==> src/sv/cbpe_pkg.sv <==
// shared types, widths and the sample-to-t table for the cubic bezier evaluator
// no dependencies
`timescale 1ns / 1ps
`default_nettype none

package cbpe_pkg;

	localparam int unsigned STEPS      = 100;
	localparam int unsigned INDEX_W    = 7;
	localparam int unsigned INDEX_SPAN = 1 << INDEX_W;
	localparam int unsigned FRAC       = 16;
	localparam int unsigned T_W        = 16;
	localparam int unsigned U_W        = 17;
	localparam int unsigned W_W        = 17;
	localparam int unsigned COORD_W    = 16;
	localparam int unsigned PROD_W     = W_W + 1 + COORD_W;
	localparam int unsigned ACC_W      = PROD_W + 2;
	localparam int unsigned CFG_IDX_W  = 4;
	localparam int unsigned CFG_DATA_W = 16;

	localparam logic [CFG_IDX_W-1:0] REG_START_X = 4'd0;
	localparam logic [CFG_IDX_W-1:0] REG_START_Y = 4'd1;
	localparam logic [CFG_IDX_W-1:0] REG_PULL1_X = 4'd2;
	localparam logic [CFG_IDX_W-1:0] REG_PULL1_Y = 4'd3;
	localparam logic [CFG_IDX_W-1:0] REG_PULL2_X = 4'd4;
	localparam logic [CFG_IDX_W-1:0] REG_PULL2_Y = 4'd5;
	localparam logic [CFG_IDX_W-1:0] REG_END_X   = 4'd6;
	localparam logic [CFG_IDX_W-1:0] REG_END_Y   = 4'd7;

	typedef logic [INDEX_SPAN-1:0][T_W-1:0] t_lut_t;

	typedef struct packed {
		logic ld_s1;
		logic ld_s2;
		logic ld_s3;
		logic ld_s4;
		logic ld_s5;
		logic ld_s6;
	} cbpe_ctl_t;

	typedef struct packed {
		logic [W_W-1:0] w0;
		logic [W_W-1:0] w1;
		logic [W_W-1:0] w2;
		logic [W_W-1:0] w3;
	} cbpe_wt_t;

	// t = floor(k * 2^16 / STEPS), index clamped to STEPS-1
	function automatic t_lut_t build_t_lut();
		t_lut_t lut;
		longint unsigned k;
		for (int i = 0; i < INDEX_SPAN; i++) begin
			k = (i < STEPS) ? longint'(i) : longint'(STEPS - 1);
			lut[i] = T_W'((k << FRAC) / STEPS);
		end
		return lut;
	endfunction

	localparam t_lut_t T_LUT = build_t_lut();

endpackage

`default_nettype wire

==> src/sv/cbpe_weights.sv <==
// bernstein weight pipeline: t lookup, squares, cubic weights (stages 1 to 3)
// depends on cbpe_pkg
`timescale 1ns / 1ps
`default_nettype none

module cbpe_weights import cbpe_pkg::*; (
	input  wire logic                 clk,
	input  wire cbpe_ctl_t            ctl,
	input  wire logic [INDEX_W-1:0]   sample_index,
	output cbpe_wt_t                  wt
);

	localparam logic [U_W-1:0] ONE_Q16 = U_W'(1) << FRAC;

	logic [T_W-1:0] t_s1;
	logic [U_W-1:0] u_s1;
	logic [T_W-1:0] t_s2;
	logic [U_W-1:0] u_s2;
	logic [U_W-1:0] u2_s2;
	logic [T_W-1:0] t2_s2;
	cbpe_wt_t       wt_s3;

	logic [T_W-1:0]   t_lk;
	logic [2*U_W-1:0] uu;
	logic [2*T_W-1:0] tt;
	logic [U_W+1:0]   u2x3;
	logic [U_W+1:0]   ux3;
	logic [2*U_W-1:0] p0;
	logic [U_W+T_W+1:0] p1;
	logic [U_W+T_W+1:0] p2;
	logic [2*T_W-1:0] p3;

	assign t_lk = T_LUT[sample_index];
	assign uu   = u_s1 * u_s1;
	assign tt   = t_s1 * t_s1;
	assign u2x3 = (U_W+2)'({u2_s2, 1'b0}) + (U_W+2)'(u2_s2);
	assign ux3  = (U_W+2)'({u_s2, 1'b0}) + (U_W+2)'(u_s2);
	assign p0   = u2_s2 * u_s2;
	assign p1   = u2x3 * t_s2;
	assign p2   = ux3 * t2_s2;
	assign p3   = t2_s2 * t_s2;

	always_ff @(posedge clk) begin
		if (ctl.ld_s1) begin
			t_s1 <= t_lk;
			u_s1 <= ONE_Q16 - U_W'(t_lk);
		end
		if (ctl.ld_s2) begin
			t_s2  <= t_s1;
			u_s2  <= u_s1;
			u2_s2 <= uu[FRAC +: U_W];
			t2_s2 <= tt[FRAC +: T_W];
		end
		if (ctl.ld_s3) begin
			wt_s3.w0 <= p0[FRAC +: W_W];
			wt_s3.w1 <= p1[FRAC +: W_W];
			wt_s3.w2 <= p2[FRAC +: W_W];
			wt_s3.w3 <= W_W'(p3[2*T_W-1:FRAC]);
		end
	end

	assign wt = wt_s3;

endmodule

`default_nettype wire

==> config.mk <==
export PLATFORM = sky130hd
export DESIGN_NAME = cbpe_weights
export DESIGN_NICKNAME = d
export VERILOG_FILES = /design/src/sv/cbpe_pkg.sv /design/src/sv/cbpe_weights.sv
export SDC_FILE = /design/constraint.sdc
export NUM_CORES = 2
export LEC_CHECK = 0
export BUFFER_PORTS_ARGS = -buffer_cell sky130_fd_sc_hd__buf_4
export CELL_PAD_IN_SITES_DETAIL_PLACEMENT = 0
export CELL_PAD_IN_SITES_GLOBAL_PLACEMENT = 2
export CORE_MARGIN = 2
export CORE_UTILIZATION = 47
export CTS_CLUSTER_DIAMETER = 100
export DETAILED_ROUTE_END_ITERATION = 7
export PLACE_DENSITY_LB_ADDON = 0.08
export SYNTH_ARGS = -nofsm -noshare
export SYNTH_HDL_FRONTEND = slang
export SYNTH_SLANG_ARGS = --single-unit
==> constraint.sdc <==
create_clock -name clk -period 15 [get_ports clk]
set_input_delay 1.5 -clock clk [delete_from_list [all_inputs] [get_ports clk]]
set_output_delay 1.5 -clock clk [all_outputs]
set_load 0.02 [all_outputs]
==> run_results.csv <==
group,metric,value,unit
sta,period_minus_slack,9.82,ns
worst_setup_path,end_kind,"flop",
synthesis,ys_seq_elements,164,
place,port_buffers,77,
cells_and_area,drive_gt1_share,4.08,%
drt,top_layer_used,"met5",
floorplan,dieArea,125000,sq um
synthesis,yosysWarnings,0,
cells_and_area,diodes,0,
worst_setup_path,worstPathMaxFanout,17,
synthesis,synthTopCellsByCount,"inv_1 (1,569), fa_1 (1,238), nand2_1 (870)",
hold_path,whs_endpoint,"u_s2[11]",
global_routing,grt_pass1_vias,42900,
worst_setup_path,cp_num_buf_inv,4,
floorplan,core_area,121000,sq um
hold_path,hold_depth,1,
drt,drt-pass1-iter-count,5,
drt,met3WireLength,3730,um
worst_setup_path,crit_family,"compound AO/OA/AOI/OAI gates",
sta,max_freq,0.102,GHz
sta,slew_violations,0,
worst_setup_path,cp_slowest_stage_delay,0.85,ns
outcome,status,"finished clean",
synthesis,syn_nets,8108,
clock_tree,cts_setup_buffers,0,
sta,finClkSkew,0.0185,ns
sta,setup_ws,5.18,ns
worst_setup_path,cp_slowest_cell,"edfxtp_1",
drt,met1_length,63600,um
cells_and_area,finalNetCount,8033,
place,place_hpwl,105000,um
drt,final_antenna_net_count,0,
sta,max_slew_margin,26.6,%
drt,drt_iter0_markers,1751,
drt,dr_wl_met2,69200,um
clock_tree,cts-root-buf,"clkbuf_16",
synthesis,seq_area_frac_synth,8.59,%
synthesis,yosysMostFrequentCell,"inv_1",
worst_setup_path,reg2reg_depth,32,
clock_tree,holdBufCountCts,0,
run,maxCapViolCount,0,
worst_setup_path,timing.critical_path.mode_cell,"fa_1",
worst_setup_path,r2r_start,"u2_s2[1]",
synthesis,synthArstFlopShare,0,%
place,place_congestion,0.803,
synthesis,syn_area,57300,sq um
synthesis,synth_top_area_share,43.3,%
sta,tightest_slew,1.10,ns
sta,post-route-period-util,65.4,%
hold_path,min_from,"u_s1[11]",
clock_tree,cts_buffer_depth,2,
synthesis,synthTopCellsByArea,"fa_1 (43%), ha_1 (14%), inv_1 (10%), edfxtp_1 (8.6%), nand2_1 (5.7%)",
worst_setup_path,cp.arrival,10.09,ns
drt,wl_per_cell,17.9,um
global_routing,grt_pass1_wl,233000,um
floorplan,initial_core_util,47.2,%
place,dp_slack,5.24,ns
clock_tree,cts.reportedPaths.clkPinSlew,0.08,ns
floorplan,num_rows,128,
global_routing,grt_max_degree,66,
worst_setup_path,crit_type,"flop to flop",
global_routing,antenna_found_initial,3,
global_routing,groute.usage.overall,23.8,%
floorplan,die_y,353,um
worst_setup_path,crit_required,15.27,ns
worst_setup_path,regToRegEndpoint,"wt[50]",
clock_tree,cts_resized,0,
clock_tree,cts_buffers,17,
worst_setup_path,crit_path_start,"u2_s2[1]",
synthesis,yosysTopAreaCell,"fa_1",
drt,drt_wl_total,139000,um
floorplan,ios,82,
floorplan,dieWidth,353,um
clock_tree,cts.sinks,164,
drt,vias,39100,
sta,rsz0062_at_grt,"no",
drt,drc,0,
clock_tree,htreeDepth,4,
synthesis,avgSynthCellArea,9.22,sq um
global_routing,overflow,0,
cells_and_area,syn2layout_area_growth,5.13,%
clock_tree,clock_latency,0.53,ns
sta,setup_violations,0,
sta,hold_viol,0,
drt,vias_per_cell,5.03,
synthesis,synthDistinctLibCells,88,
hold_path,hp-class,"flop to flop",
sta,fin_tns_setup,0,ns
worst_setup_path,cp-start-kind,"flop",
synthesis,synth_edf_count,164,
clock_tree,cts_tree,"yes",
synthesis,syn_inst,6213,
synthesis,ys.flop_type,"edfxtp_1",
worst_setup_path,rrSetupSlack,5.18,ns
[worst max-delay path by stage]
stage / end / slack, ns / depth (start not counted)
5_1_grt: wt[50] / 4.55 / 32
3_3_place_gp: wt[50] / 5.29 / 32
4_1_cts: wt[50] / 5.16 / 32
6_report: wt[50] / 5.18 / 32
3_5_place_dp: wt[50] / 5.24 / 32
2_1_floorplan: wt[50] / 6.43 / 33
[per-stage QoR]
step / hold WS, ns / util [%] / std cells / cell area, sq um
after floorplan: 0.424 / - / 6213 / 57300
after global placement: 0.707 / 49.1 / 7744 / 59600
after detailed placement: 0.707 / 49.1 / 7744 / 59600
after CTS: 0.709 / 49.6 / 7776 / 60200
after global routing: 0.730 / 49.6 / 7776 / 60200
final: 0.709 / 49.6 / 7776 / 60200
[cell usage in the layout (no fill, tap or decap), types with 4 or more instances in the layout]
master,Yosys,routed
o21ai_0,73,72
mux2i_1,4,4
fa_1,1238,1238
nand2b_1,32,32
nor3_1,25,25
nand4_1,15,15
o22ai_1,11,11
and3_1,8,8
a221oi_1,9,9
a21o_1,46,46
clkbuf_16,0,17
nand2_1,870,870
xnor2_2,0,4
o21ai_1,8,9
o21bai_1,6,6
or3_1,10,10
edfxtp_1,164,164
o21a_1,22,22
inv_1,1569,1569
xnor2_1,118,114
o211ai_1,8,8
and2_1,518,518
or2_2,7,7
mux2_2,5,5
and4_1,5,5
a211oi_1,20,20
mux4_2,5,5
buf_4,3,171
ha_1,643,643
xor2_1,46,44
nor2b_1,57,57
nor2_1,166,164
a31oi_1,11,11
o31ai_1,7,7
a21oi_1,121,121
nand3_1,28,28
inv_6,0,4
[metal layers]
layer	track usage (%)	up-vias
met1	32.5	20200
li1	-	18300
met5	0	-
met4	5.48	2
met3	2.06	111
met2	41.1	505
[layout make-up]
class	count	area, sq um
inverters	1570	5890
flip-flops and latches	164	4920
multi-input cells	4214	45500
clock buffers	17	425
fillers	11700	61200
well taps	1625	2030
repair buffers	171	1280
clock inverters	15	171
[kinds of logic after synthesis]
logic type                 Yosys count  synth area share (%)
AOI/OAI and AO/OA                  397                  4.53
and+or+nand+nor                   1757                  14.6
DFF                                164                  8.59
adders and majority gates         1881                  57.3
buffers and inverters             1835                  12.1
muxes                               14                 0.365
xor gates and xnor gates           164                  2.51
other                                1               0.00654
[sequential cells by signal (all words and copies together), names as in the netlist]
name and cells:
t2_s2 16, t_s1 16, t_s2 16, u2_s2 17
u_s1 16, u_s2 16, wt 67
Power is not shown: default switching activity piles up to over one toggle a cycle in this logic, so the estimate is an artifact.
